===== src/rtl/b64sc_pkg.sv =====
// Base64 stream codec package: shared constants, the command item type
// passed from front to back, and the alphabet mapping functions.
// No dependencies.
`timescale 1ns / 1ps

package b64sc_pkg;

    // direction register values
    localparam logic DIR_ENCODE = 1'b0;
    localparam logic DIR_DECODE = 1'b1;

    localparam logic [7:0] PAD_CHAR = 8'h3D;

    // default depth of the command queue between front and back
    localparam int B64SC_QUEUE_DEPTH = 2;

    // one command: up to four result bytes, index of the final one, end of message
    typedef struct packed {
        logic [3:0][7:0] bytes;
        logic [1:0]      last_idx;
        logic            last;
    } b64sc_cmd_t;

    // sextet to alphabet character
    function automatic logic [7:0] enc_char(input logic [5:0] v);
        logic [7:0] r;
        begin
            if (v < 6'd26)
                r = 8'h41 + {2'b00, v};
            else if (v < 6'd52)
                r = 8'h61 + {2'b00, v - 6'd26};
            else if (v < 6'd62)
                r = 8'h30 + {2'b00, v - 6'd52};
            else if (v == 6'd62)
                r = 8'h2B;
            else
                r = 8'h2F;
            return r;
        end
    endfunction

    // character to sextet; unknown characters and padding give zero
    function automatic logic [5:0] sextet_of(input logic [7:0] c);
        logic [7:0] r;
        begin
            if (c >= 8'h41 && c <= 8'h5A)
                r = c - 8'h41;
            else if (c >= 8'h61 && c <= 8'h7A)
                r = c - 8'h61 + 8'd26;
            else if (c >= 8'h30 && c <= 8'h39)
                r = c - 8'h30 + 8'd52;
            else if (c == 8'h2B)
                r = 8'd62;
            else if (c == 8'h2F)
                r = 8'd63;
            else
                r = 8'd0;
            return r[5:0];
        end
    endfunction

endpackage


===== src/rtl/b64sc_front.sv =====
// Base64 codec front end: holds the direction register and the group
// accumulator, takes input items and turns each finished group, or the partial
// group that ends a message, into a command. Depends on b64sc_pkg.
`timescale 1ns / 1ps

module b64sc_front (
    input  logic               clk,
    input  logic               rst_n,
    input  logic               cfg_valid,
    output logic               cfg_ready,
    input  logic               direction,
    input  logic               in_valid,
    output logic               in_stall,
    input  logic [7:0]         in_byte,
    input  logic               in_last,
    input  logic               q_full,
    output logic               q_push,
    output b64sc_pkg::b64sc_cmd_t q_cmd
);
    import b64sc_pkg::*;

    logic        dir_reg;
    logic [1:0]  pos_reg, pos_next;
    logic [23:0] acc_reg, acc_next;
    logic        pad_reg, pad_next;

    logic        accept;
    logic        produce;
    logic        is_pad;
    logic [5:0]  sext;
    logic [23:0] enc_acc;
    logic [23:0] dec_acc;
    b64sc_cmd_t  cmd;

    assign cfg_ready = 1'b1;
    assign in_stall  = q_full;
    assign accept    = in_valid && !q_full;

    assign is_pad  = (in_byte == PAD_CHAR);
    assign sext    = sextet_of(in_byte);
    assign enc_acc = {acc_reg[15:0], in_byte};
    assign dec_acc = {acc_reg[17:0], sext};

    // classify the item and build the command for a finished group
    always_comb
    begin
        produce  = 1'b0;
        cmd      = '0;
        cmd.last = in_last;
        pos_next = pos_reg + 2'd1;
        acc_next = acc_reg;
        pad_next = pad_reg;
        if (dir_reg == DIR_ENCODE)
        begin
            acc_next = enc_acc;
            cmd.last_idx = 2'd3;
            if (pos_reg == 2'd2)
            begin
                produce = 1'b1;
                cmd.bytes[0] = enc_char(enc_acc[23:18]);
                cmd.bytes[1] = enc_char(enc_acc[17:12]);
                cmd.bytes[2] = enc_char(enc_acc[11:6]);
                cmd.bytes[3] = enc_char(enc_acc[5:0]);
            end
            else if (in_last && pos_reg == 2'd0)
            begin
                produce = 1'b1;
                cmd.bytes[0] = enc_char(in_byte[7:2]);
                cmd.bytes[1] = enc_char({in_byte[1:0], 4'b0000});
                cmd.bytes[2] = PAD_CHAR;
                cmd.bytes[3] = PAD_CHAR;
            end
            else if (in_last)
            begin
                produce = 1'b1;
                cmd.bytes[0] = enc_char(enc_acc[15:10]);
                cmd.bytes[1] = enc_char(enc_acc[9:4]);
                cmd.bytes[2] = enc_char({enc_acc[3:0], 2'b00});
                cmd.bytes[3] = PAD_CHAR;
            end
        end
        else
        begin
            acc_next = dec_acc;
            pad_next = is_pad;
            if (pos_reg == 2'd3)
            begin
                produce = 1'b1;
                cmd.bytes[0] = dec_acc[23:16];
                cmd.bytes[1] = dec_acc[15:8];
                cmd.bytes[2] = dec_acc[7:0];
                if (in_last && is_pad)
                    cmd.last_idx = pad_reg ? 2'd0 : 2'd1;
                else
                    cmd.last_idx = 2'd2;
            end
            else if (in_last && pos_reg == 2'd0)
            begin
                // lone final character
                produce = 1'b1;
                cmd.bytes[0] = {sext, 2'b00};
                cmd.last_idx = 2'd0;
            end
            else if (in_last && pos_reg == 2'd1)
            begin
                produce = 1'b1;
                cmd.bytes[0] = dec_acc[11:4];
                cmd.last_idx = 2'd0;
            end
            else if (in_last)
            begin
                produce = 1'b1;
                cmd.bytes[0] = dec_acc[17:10];
                cmd.bytes[1] = dec_acc[9:2];
                cmd.last_idx = 2'd1;
            end
        end
        // a finished group or the end of a message starts a fresh group
        if (produce || in_last)
        begin
            pos_next = 2'd0;
            acc_next = '0;
            pad_next = 1'b0;
        end
    end

    assign q_push = accept && produce;
    assign q_cmd  = cmd;

    // direction register and group state
    always_ff @(posedge clk or negedge rst_n)
    begin
        if (!rst_n)
        begin
            dir_reg <= DIR_ENCODE;
            pos_reg <= '0;
            acc_reg <= '0;
            pad_reg <= 1'b0;
        end
        else if (cfg_valid && cfg_ready)
        begin
            dir_reg <= direction;
            pos_reg <= '0;
            acc_reg <= '0;
            pad_reg <= 1'b0;
        end
        else if (accept)
        begin
            pos_reg <= pos_next;
            acc_reg <= acc_next;
            pad_reg <= pad_next;
        end
    end

endmodule


===== src/rtl/b64sc_queue.sv =====
// Base64 codec command queue: a small FIFO between front and back end.
// Depends on b64sc_pkg.
`timescale 1ns / 1ps

module b64sc_queue #(
    parameter int DEPTH = b64sc_pkg::B64SC_QUEUE_DEPTH
) (
    input  logic                  clk,
    input  logic                  rst_n,
    input  logic                  push,
    input  b64sc_pkg::b64sc_cmd_t wdata,
    input  logic                  pop,
    output b64sc_pkg::b64sc_cmd_t rdata,
    output logic                  full,
    output logic                  nonempty
);
    import b64sc_pkg::*;

    localparam int PW = $clog2(DEPTH);
    localparam int CW = $clog2(DEPTH + 1);
    localparam logic [PW-1:0] PTR_MAX = PW'(DEPTH - 1);
    localparam logic [CW-1:0] CNT_FULL = CW'(DEPTH);

    b64sc_cmd_t    mem [DEPTH];
    logic [PW-1:0] wr_ptr_reg, rd_ptr_reg;
    logic [CW-1:0] cnt_reg;

    assign full     = (cnt_reg == CNT_FULL);
    assign nonempty = (cnt_reg != '0);
    assign rdata    = mem[rd_ptr_reg];

    // storage
    always_ff @(posedge clk)
    begin
        if (push)
            mem[wr_ptr_reg] <= wdata;
    end

    // pointers and fill count
    always_ff @(posedge clk or negedge rst_n)
    begin
        if (!rst_n)
        begin
            wr_ptr_reg <= '0;
            rd_ptr_reg <= '0;
            cnt_reg    <= '0;
        end
        else
        begin
            if (push)
                wr_ptr_reg <= (wr_ptr_reg == PTR_MAX) ? '0 : wr_ptr_reg + 1'b1;
            if (pop)
                rd_ptr_reg <= (rd_ptr_reg == PTR_MAX) ? '0 : rd_ptr_reg + 1'b1;
            if (push && !pop)
                cnt_reg <= cnt_reg + 1'b1;
            else if (pop && !push)
                cnt_reg <= cnt_reg - 1'b1;
        end
    end

endmodule


===== src/rtl/b64sc_back.sv =====
// Base64 codec back end: takes commands from the queue and sends their
// bytes out one item per cycle while out_stall is low. Depends on b64sc_pkg.
`timescale 1ns / 1ps

module b64sc_back (
    input  logic                  clk,
    input  logic                  rst_n,
    input  logic                  q_nonempty,
    input  b64sc_pkg::b64sc_cmd_t q_cmd,
    output logic                  q_pop,
    output logic                  out_valid,
    input  logic                  out_stall,
    output logic [7:0]            out_byte,
    output logic                  out_last
);
    import b64sc_pkg::*;

    b64sc_cmd_t cur_reg;
    logic       busy_reg;
    logic [1:0] idx_reg;
    logic       at_end;
    logic       finish;

    assign at_end    = (idx_reg == cur_reg.last_idx);
    assign finish    = busy_reg && !out_stall && at_end;
    assign q_pop     = q_nonempty && (!busy_reg || finish);

    assign out_valid = busy_reg;
    assign out_byte  = cur_reg.bytes[idx_reg];
    assign out_last  = cur_reg.last && at_end;

    // current command and byte index
    always_ff @(posedge clk or negedge rst_n)
    begin
        if (!rst_n)
        begin
            busy_reg <= 1'b0;
            idx_reg  <= '0;
            cur_reg  <= '0;
        end
        else if (q_pop)
        begin
            busy_reg <= 1'b1;
            idx_reg  <= '0;
            cur_reg  <= q_cmd;
        end
        else if (finish)
        begin
            busy_reg <= 1'b0;
        end
        else if (busy_reg && !out_stall)
        begin
            idx_reg <= idx_reg + 2'd1;
        end
    end

endmodule


===== src/rtl/base64_stream_codec_unit.sv =====
// Streaming Base64 codec (standard alphabet). direction = 0 encodes bytes to
// text, 1 decodes text to bytes. Input items are taken one per cycle while
// the command queue has room; results leave one per cycle from the back-end
// serializer while out_stall is low; encoding takes three bytes in per four
// characters out and decoding sustains one item per cycle. Writing direction
// discards any partial group. Depends on b64sc_pkg and the b64sc_* modules.
`timescale 1ns / 1ps

module base64_stream_codec_unit #(
    parameter int QUEUE_DEPTH = b64sc_pkg::B64SC_QUEUE_DEPTH
) (
    input  logic       clk,
    input  logic       rst_n,
    input  logic       cfg_valid,
    output logic       cfg_ready,
    input  logic       direction,
    input  logic       in_valid,
    output logic       in_stall,
    input  logic [7:0] in_byte,
    input  logic       in_last,
    output logic       out_valid,
    input  logic       out_stall,
    output logic [7:0] out_byte,
    output logic       out_last
);
    import b64sc_pkg::*;

    b64sc_cmd_t push_cmd;
    b64sc_cmd_t head_cmd;
    logic       q_push;
    logic       q_pop;
    logic       q_full;
    logic       q_nonempty;

    b64sc_front u_front (
        .clk       (clk),
        .rst_n     (rst_n),
        .cfg_valid (cfg_valid),
        .cfg_ready (cfg_ready),
        .direction (direction),
        .in_valid  (in_valid),
        .in_stall  (in_stall),
        .in_byte   (in_byte),
        .in_last   (in_last),
        .q_full    (q_full),
        .q_push    (q_push),
        .q_cmd     (push_cmd)
    );

    b64sc_queue #(
        .DEPTH (QUEUE_DEPTH)
    ) u_queue (
        .clk      (clk),
        .rst_n    (rst_n),
        .push     (q_push),
        .wdata    (push_cmd),
        .pop      (q_pop),
        .rdata    (head_cmd),
        .full     (q_full),
        .nonempty (q_nonempty)
    );

    b64sc_back u_back (
        .clk        (clk),
        .rst_n      (rst_n),
        .q_nonempty (q_nonempty),
        .q_cmd      (head_cmd),
        .q_pop      (q_pop),
        .out_valid  (out_valid),
        .out_stall  (out_stall),
        .out_byte   (out_byte),
        .out_last   (out_last)
    );

endmodule


===== config.mk =====
export PLATFORM = sky130hd
export DESIGN_NAME = base64_stream_codec_unit
export DESIGN_NICKNAME = d
export VERILOG_FILES = /design/src/rtl/b64sc_pkg.sv /design/src/rtl/b64sc_front.sv /design/src/rtl/b64sc_queue.sv /design/src/rtl/b64sc_back.sv /design/src/rtl/base64_stream_codec_unit.sv
export SDC_FILE = /design/constraint.sdc
export NUM_CORES = 1
export LEC_CHECK = 0
export BUFFER_PORTS_ARGS = -buffer_cell sky130_fd_sc_hd__buf_2
export CAP_MARGIN = 10
export CORE_MARGIN = 2
export CORE_UTILIZATION = 55
export CTS_CLUSTER_SIZE = 40
export DETAILED_ROUTE_END_ITERATION = 16
export PLACE_DENSITY = 0.81
export RECOVER_POWER = 25
export SYNTH_ARGS = -nofsm -noshare
export SYNTH_HDL_FRONTEND = slang
export SYNTH_HIERARCHICAL = 1
export SYNTH_SLANG_ARGS = --single-unit

===== constraint.sdc =====
create_clock -name clk -period 6.34 [get_ports clk]
set_input_delay 1.268 -clock clk [delete_from_list [all_inputs] [get_ports clk]]
set_output_delay 1.268 -clock clk [all_outputs]
set_load 0.005 [all_outputs]

Yosys cells after proc, flatten, opt, wreduce, memory -nomap -nowiden
Memories as Yosys holds them, arrays and structs flattened. A register that Yosys moved wholly into a read port is not among the register bits.
Index checks and enable logic that the tools add are counted.
{"block": "classes", "n_addsub": 56, "n_lt_le_gt_ge": 34, "n_eq_ne": 16, "n_mux": 84, "n_reduce_logical": 31}
{"operator": "two-way mux 8 bit", "n": 32}
{"operator": "adder 7 x 6 -> 8 bit, first input constant", "n": 18}
{"operator": "< comparator 6 bit, second input constant", "n": 18}
{"operator": "two-way mux 18 bit", "n": 6}
{"operator": "subtractor 6 bit, second input constant", "n": 11}
{"operator": "two-way mux 32 bit", "n": 2}
{"operator": "adder 6 x 6 -> 7 bit, first input constant", "n": 9}
{"operator": "< comparator 6 x 5 -> 1 bit, second input constant", "n": 9}
{"operator": "subtractor 6 x 5 -> 6 bit, second input constant", "n": 9}
{"operator": "equality test 6 bit, second input constant", "n": 7}
{"operator": "two-way mux 30 bit", "n": 1}
{"operator": "two-way mux 6 bit", "n": 5}
{"operator": "two-way mux 26 bit", "n": 1}
{"operator": "equality test 8 x 6 -> 1 bit, second input constant", "n": 3}
{"operator": "two-way mux 3 bit", "n": 7}
{"operator": "two-way mux 10 bit", "n": 2}
{"operator": "two-way mux 1 bit", "n": 18}
{"operator": "two-way mux 2 bit", "n": 9}
{"operator": "binary-select mux 8 bit (select 2 bit)", "n": 1}
{"operator": "greater-or-equal comparator 8 x 7 -> 1 bit, second input constant", "n": 2}
{"operator": "less-or-equal comparator 8 x 7 -> 1 bit, second input constant", "n": 2}
{"operator": "logical AND 1 bit", "n": 14}
{"operator": "nonzero test 2 bit", "n": 5}
{"operator": "greater-or-equal comparator 8 x 6 -> 1 bit, second input constant", "n": 1}
{"operator": "17 further kinds", "n": 29}
{"block": "totals", "reg_bits": 29, "ram_bits": 70, "inputBits": 15, "out_inout_bits": 12, "mem_count": 1}
{"name": "u_queue.mem", "words": 2, "width": 35, "rd": 1, "rd_ports_with_merged_regs": 1, "write_ports": 1, "line_no": "b64sc_queue.sv:24", "source": "b64sc_cmd_t mem [DEPTH];"}

Depth between registers and ports, before layout
Gate-level depths: netlist of run 1.
{"block": "logic_depth", "depth_word": 11, "depth_mapped": 12}

Hierarchy
The synthesis of run 1 kept the hierarchy.
{"mod": "b64sc_front", "n_inst": 1, "cells_each": 879, "area_per_inst_um2": 6226.0}
{"mod": "b64sc_queue", "n_inst": 1, "cells_each": 125, "area_per_inst_um2": 2865.2}
{"mod": "b64sc_back", "n_inst": 1, "cells_each": 120, "area_per_inst_um2": 1790.5}

Worst setup path before layout of run 1
OpenSTA, ideal clock, no wires.
{"block": "synth_path", "kind": "input -> register", "startpoint": "input in_byte[2]", "endpoint": "memory u_queue/mem[0][4] in the netlist's numbering, data pin", "setup_time_ps": 270, "t_arrival_ps": 3611, "required_time_ps": 6070, "path_slack_ps": 2458, "cell_stages": 10, "path_buffers": 1, "path_cell_list": "clkbuf_1 -> inv_1 -> ha_1 -> a21o_4 -> nor3_2 -> o311a_4 -> nor3_1 -> a211oi_2 -> a311oi_1 -> or3_1"}
{"element": "start: declaration", "line_no": "base64_stream_codec_unit.sv:19", "source": "input logic [7:0] in_byte,"}
{"element": "end: declaration", "line_no": "b64sc_queue.sv:24"}

==> summary.md, run 1 <==
| Metric | Value |
|---|---|
| Max_cap viols | 2 |
| Most frequent cell after synthesis | nand2_1 |
| Post-DP HPWL | 22.1 mm |
| Slew Viols, Final | 108 |
| Initial Utilization | 55.9% |
| Syn Area/Cell | 9.68 um2 |
| Combinational cell fraction of total power | 33.4% |
| Fin. Hold Viols | 0 |
| Placer Congestion | 0.987 |
| Slew margin rel. | -137% |
| FF+latch count, synth | 134 |
| Final WL | 31.1 mm |
| Site Rows | 51 |
| Placed cells | 1351 |
| Largest net degree at the start of global routing | 65 |
| Pwr Total | 3.61 mW |
| Die W | 145 um |
| Post-CTS Setup Repair Bufs | 0 |
| Post-synth top flop | edfxtp_1 |
| Cells after Synth | 1124 |
| Status | complete, but fails checks |
| Critical Path End Type | register |
| Critical path type | register to register |
| Post-place instance area | 11000 um2 |
| Sequential share of power | 38.2% |
| Crit path time final | 4.92 ns |
| Leading post-synthesis cells by cell area | edfxtp_1 19%, dfrtp_1 15%, ha_1 9.3% |
| Hold crit path type | register to register |
| Input/output buffers | 25 |
| Die ar. | 20900 um2 |
| Fin nets | 1201 |
| Fin crit share | 77.6% |
| Clock transition at path regs | 0.06 ns |
| Initial antenna violation count | 1 |
| CTS tree | built |
| Area Growth Syn to Fin | 6.63% |
| Worst Path Required | 6.58 ns |
| Power share of the clock group | 28.5% |
| Layout Cells excl Fill | 1384 |
| Grt total ovfl | 0 |
| Vias in the first global route | 8581 |
| Inserted Clock Buffers | 17 |
| Final TNS setup | 0 ns |
| Power Density | 311 nW/um2 |
| Worst Tran Pin Value | 3.55 ns |
| Filler cells | 1639 |
| Max reg flops | 70 |
| Root Buffer | clkbuf_16 |
| P_int | 2.37 mW |
| Tot GR Track Use | 30.3% |
| Switching power | 1.25 mW |
| Largest area contributor in the netlist | edfxtp_1 |
| Drt via density | 6.46 |
| Unique cell type count in the Yosys netlist | 92 |
| Fin Clk Skew | 0.00950 ns |
| Unrepaired setup endpoints after global routing | no |
| Share of cells above drive strength 1 | 12.2% |
| Hold Crit Start | u_queue/cnt_reg[1] |
| Clock buffer depth | 2 |
| Post-synth top cells | 118 x nand2_1, 81 x ha_1, 81 x o21ai_0, 78 x a21oi_1, 70 x edfxtp_1 |
| Flop2flop setup slack | 1.42 ns |
| Post-CTS Resized | 0 |
| R2r endpoint | u_queue/mem[1][16] |
| Worst hold endpoint | u_queue/cnt_reg[1] |
| DR vias | 8943 |
| Leak | 4.55 nW |
| WP data arrival | 5.15 ns |
| Depth of the CTS H-tree | 4 |
| WHS Path Cells | 1 |
| Drt drc | 0 |
| R2R cell count | 8 |
| Antenna Nets Post-Route | 0 |
| F_max | 203 MHz |
| # setup viols final | 0 |
| Hold WS | 0.485 ns |
| Synth warn | 6 |
| Async S/R FF share, synth | 47.8% |
| Crit path max fanout | 42 |
| Max IR drop VDD | 0.210 mV |
| Hold bufs inserted after CTS | 0 |
| DR pass1 iterations | 6 |
| Clk sink count | 134 |
| Post-Syn Nets | 1220 |
| Startpoint types | register |
| Net Sw Frac | 34.5% |
| EDFF count, synth | 70 |
| Core area | 19500 um2 |
| Failing checks | capacitance limit, slew limit |
| Initial DRC count | 997 |
| Worst-skew pair later-pin latency | 0.42 ns |
| First-pass GRT wire length | 48.2 mm |
| Io pins | 27 |
| Share of the synthesized area in the top cell type | 19.3% |
| Post-synthesis sequential area ratio | 34.0% |
| Reg2Reg Launch Point | u_front/dir_reg |
| Die height | 145 um |
| Netlist Area Pre-Place | 10900 um2 |
| Mean routed wirelength per cell | 22.5 um |
| Post-route cell area | 11600 um2 |
==> layout by cell type (no fill, tap or decap), types with 15 or more instances in the layout <==
master	Yosys	routed
nand2_1	118	118
ha_1	81	81
xnor2_1	56	57
mux2_1	28	28
dfrtp_1	64	63
clkbuf_16	0	18
mux2i_1	22	22
xor2_1	33	33
nand3_1	27	27
a31oi_1	15	15
a21oi_1	78	78
nor2b_1	21	20
buf_2	3	24
edfxtp_1	70	70
nor3_1	20	20
o21ai_0	81	81
a211oi_1	17	17
nor2_1	55	55
inv_1	35	35
mux2_4	29	29
==> critical path, cell delays in order, from the launching register on <==
cell,delay [ns]
dfrtp_1,0.32
clkbuf_1,1.68
inv_1,0.79
nor2_1,0.45
nand2_1,0.23
nor2_1,0.64
a22oi_1,0.19
o21ai_0,0.13
o21a_1,0.28
==> through the flow <==
stage	setup slack (ns)	util, %
3_3_place_gp	1.40	56.5
6_report	1.42	59.6
3_5_place_dp	1.43	56.5
4_1_cts	1.88	59.7
2_1_floorplan	2.46	-
5_1_grt	1.12	59.6
==> cells by family (layout without fill, tap and decap cells) <==
group	Yosys count	count (layout)	share of synthesized area, %
simple gates	307	307	13.5
compound gates	303	303	18.7
flops	134	134	34.0
buf+inv	107	101	5.07
mux	101	101	12.0
xor+xnor	90	90	7.31
fa+ha+maj	81	81	9.31
other cells	1	2	0.0345
==> metal layers <==
layer / GRT usage [%] / vias up / share of wire (%)
met3: 5.89 / 93 / 8.2
met1: 39.6 / 4280 / 41
met5: 0 / - / 0
met4: 13.3 / 0 / 4.2
li1: - / 4089 / -
met2: 49.2 / 481 / 47
==> worst max-delay path by stage <==
stage / slack, ns / to / cells past startpoint / from
6_report: 1.42 / u_queue/mem[1][16] / 8 / u_front/dir_reg
5_1_grt: 1.12 / u_queue/rd_ptr_reg / 2 / rst_n
3_5_place_dp: 1.43 / u_queue/mem[1][9] / 11 / in_byte[5]
2_1_floorplan: 2.46 / u_queue/mem[0][4] / 10 / in_byte[2]
4_1_cts: 1.88 / u_queue/mem[1][9] / 11 / in_byte[5]
3_3_place_gp: 1.40 / u_queue/mem[0][9] / 11 / in_byte[5]
==> layout make-up <==
type | count | area, um2 | share of cell area (%)
Multi-Input combinational cell | 883 | 6630 | 57.1
Sequential cell | 134 | 3700 | 31.9
Clock buffer | 18 | 450 | 3.88
Tap cell | 265 | 332 | 2.86
Clock inverter | 14 | 176 | 1.52
Timing Repair Buffer | 33 | 176 | 1.52
Inverter | 36 | 135 | 1.16
Antenna cell | 1 | 2.50 | 0.0216
==> power groups by stage <==
stage	registers [mW]	logic, mW	clock network, mW
2_1_floorplan	1.22	1.06	0
3_3_place_gp	1.37	1.14	0
3_5_place_dp	1.39	1.19	0
4_1_cts	1.38	1.20	1.04
5_1_grt	1.40	1.31	1.08
6_report	1.38	1.21	1.03
Note: power is estimated with default switching activity, not from simulation.
==> run 2, diff against run 1 <==
Settings changed: ABC_AREA set to 1, PLACE_DENSITY 0.81 to 0.83.
Clock period 6.34 ns to 4.1 ns, I/O delays scaled along.
==> run 2 against run 1 <==
Net effect:
- the run still ends with capacitance limit, slew limit left
- die area increased by 2.2%
- via count increased by 17%
- sequential power increased by 51%
- final area increased by 2.2%
- setup slack got worse by 0.66 ns
- critical endpoint is now u_queue/mem[1][3]
==> summary.md, run 2 <==
| Metric | Value |
|---|---|
| Max_cap viols | 1 |
| Drt via density | 5.91 |
| DR pass1 iterations | 9 |
| Die height | 146 um |
| Commonest non-fill, non-tap cells in the layout | 447 x nand2_1, 149 x nand3_1, 138 x inv_1 |
| Commonest non-fill, non-tap cell in the layout | nand2_1 |
| Synth warn | 6 |
| Pwr Total | 5.61 mW |
| DR vias | 10434 |
| Clk sink count | 134 |
| Multi-input gate area | 6450 um2 |
| FF+latch count, synth | 134 |
| Async S/R FF share, synth | 47.8% |
| First-pass GRT wire length | 52.7 mm |
| Core area | 20000 um2 |
| Critical Path End Type | register |
| Post-synth top cells | 446 x nand2_1, 149 x nand3_1, 138 x inv_1, 104 x o21ai_0, 99 x nor2_1 |
| Filler cells | 1846 |
| Net Sw Frac | 40.1% |
| Worst-skew pair later-pin latency | 0.43 ns |
| Failing checks | capacitance limit, slew limit |
| Critical path type | primary input to register |
| Power share of the clock group | 26.1% |
| Initial antenna violation count | 1 |
| Status | complete, but fails checks |
| Share of the synthesized area in the top cell type | 18.9% |
| Combinational cell fraction of total power | 36.7% |
| Max reg flops | 70 |
| # setup viols final | 0 |
| Post-route cell area | 11900 um2 |
| Largest area contributor in the netlist | edfxtp_1 |
| Fin. Hold Viols | 0 |
| Inserted Clock Buffers | 17 |
| Worst Path Required | 4.26 ns |
| WP data arrival | 3.50 ns |
| Startpoint types | primary input |
| Input/output buffers | 25 |
| Register Area | 3700 um2 |
| Crit-path slowest cell | ha_1 |
| Clock buffer depth | 2 |
| Most frequent cell after synthesis | nand2_1 |
| Switching power | 2.25 mW |
| Antenna Nets Post-Route | 0 |
| Final WL | 33.2 mm |
| EDFF count, synth | 70 |
| Initial Utilization | 55.6% |
| Fin crit share | 81.4% |
| Clock transition at path regs | 0.06 ns |
| Post-DP HPWL | 24.5 mm |
| Post-synth top flop | edfxtp_1 |
| Crit path time final | 3.34 ns |
| Final Util | 59.2% |
| Site Rows | 52 |
| Unrepaired setup endpoints after global routing | no |
| Slew margin rel. | -14.3% |
| Share of cells above drive strength 1 | 9.50% |
| Post-synthesis sequential area ratio | 33.3% |
| Vias in the first global route | 9706 |
| Post-place instance area | 11300 um2 |
| Netlist Area Pre-Place | 11100 um2 |
| Crit-path cells | buf_2 -> inv_1 -> ha_1 -> a21oi_4 -> inv_1 -> nor2_1 -> o21ai_0 -> nand3_1 -> nand3_1 -> a21oi_1 -> nand2_1 |
| Hold crit path type | register to register |
| Sequential share of power | 37.2% |
| Tot GR Track Use | 31.4% |
| Die W | 146 um |
| Drt drc | 0 |
| Largest net degree at the start of global routing | 39 |
| Placer Congestion | 1.04 |
| Post-CTS Setup Repair Bufs | 0 |
| Initial DRC count | 1056 |
| Post-Syn Nets | 1582 |
| Slew Viols, Final | 34 |
| Mean routed wirelength per cell | 18.8 um |
| Crit-path max cell delay | 0.42 ns |
| Root Buffer | clkbuf_16 |
| Syn Area/Cell | 7.49 um2 |
| Depth of the CTS H-tree | 4 |
| Fin Clk Skew | 0.00502 ns |
| Max IR drop VDD | 0.330 mV |
| Final TNS setup | 0 ns |
| Io pins | 27 |
| Post-CTS Resized | 0 |
| Crit path max fanout | 17 |
| Fin nets | 1578 |
| F_max | 300 MHz |
| Unique cell type count in the Yosys netlist | 49 |
| P_int | 3.36 mW |
| Area Growth Syn to Fin | 6.50% |
| Cells after Synth | 1486 |
| Power Density | 473 nW/um2 |
| Die ar. | 21400 um2 |
| CTS tree | built |
| Worst Tran Pin Value | 1.71 ns |
| Hold bufs inserted after CTS | 0 |
| Grt total ovfl | 0 |
| Leading post-synthesis cells by cell area | edfxtp_1 19%, nand2_1 15%, dfrtp_1 14% |
| Buffers & Inverters on Critical Path | 3 |
| Critical path's top delay family | simple AND/OR/NAND/NOR gates |
| Leak | 5.64 nW |
run 2: changes by cell type after synthesis, sizes merged, moves of 32 or more:
cell / before / now
inv: 35 / 145
mux2: 71 / 35
nand2: 118 / 455
nand3: 27 / 151
nor2: 55 / 101
o21ai: 82 / 114
xnor2: 57 / 9
run 2: area by class of cell:
type	instances	share of cell area, %
timing repair buffer	39	1.85
inverter	148	4.69
multi-input combinational	1142	54.4
clock inverter	15	1.31
sequential	134	31.3
clock buffer	17	3.59
antenna	1	0.0211
tap	270	2.85
run 2: worst reg2reg max path: cells and delay by family (launching register included):
family                   cells  cell delay [ns]
AO/OA/AOI/OAI                1             0.91
buffers and inverters        3             0.66
AND/OR/NAND/NOR              1             0.55
flip-flops                   1             0.41
adder cells (fa/ha/maj)      1             0.19
run 2: routing by layer:
| layer | share of wire, % | vias to the layer above | global-route usage, % |
|---|---|---|---|
| li1 | - | 4924 | - |
| met1 | 41 | 4843 | 41.0 |
| met2 | 46 | 552 | 50.8 |
| met3 | 8.3 | 115 | 6.53 |
| met4 | 4.4 | 0 | 13.7 |
| met5 | 0 | - | 0 |
run 2: power by group through the flow:
stage	clock (mW)	combinational [mW]	sequential, mW
floorplan	0	1.75	1.90
global placement	0	1.97	2.09
detailed placement	0	2.02	2.10
CTS	1.49	2.04	2.08
global route	1.55	2.28	2.12
finish	1.47	2.06	2.09
run 2: cell families (layout without fill, tap and decap cells):
family	Yosys count	in the layout	share of synthesized area, %
AO/OA/AOI/OAI	236	236	12.5
XOR/XNOR	51	51	4.01
adder cells (fa/ha/maj)	81	81	9.10
buffers and inverters	210	219	8.70
flip-flops	134	134	33.3
multiplexers	35	35	4.52
other	1	2	0.0337
AND/OR/NAND/NOR	738	738	27.9
run 2: worst paths after layout:
path / endpoint / slack [ns] / start / depth (start not counted)
setup / recovery: u_queue/mem[1][3] / 0.76 / in_byte[7] / 11
hold / removal: u_back/cur_reg[0] / 0.47 / u_back/cur_reg[0] / 2
setup reg to reg: u_queue/mem[1][18] / 1.05 / u_front/pos_reg[0] / 6
hold reg to reg: u_back/cur_reg[0] / 0.47 / u_back/cur_reg[0] / 2
max in group asynchronous: u_front/acc_reg[17] / 1.30 / rst_n / 2
min in group asynchronous: u_back/cur_reg[29] / 0.84 / rst_n / 1
run 2: through the flow:
stage                     worst slack [ns]  instances  hold slack [ns]
final                                0.762       1766            0.474
after CTS                            0.792       1765            0.458
after global routing                 0.585       1765            0.497
after global placement               0.387       1733            0.448
after detailed placement             0.336       1733            0.455
after floorplan                      0.780       1486            0.437
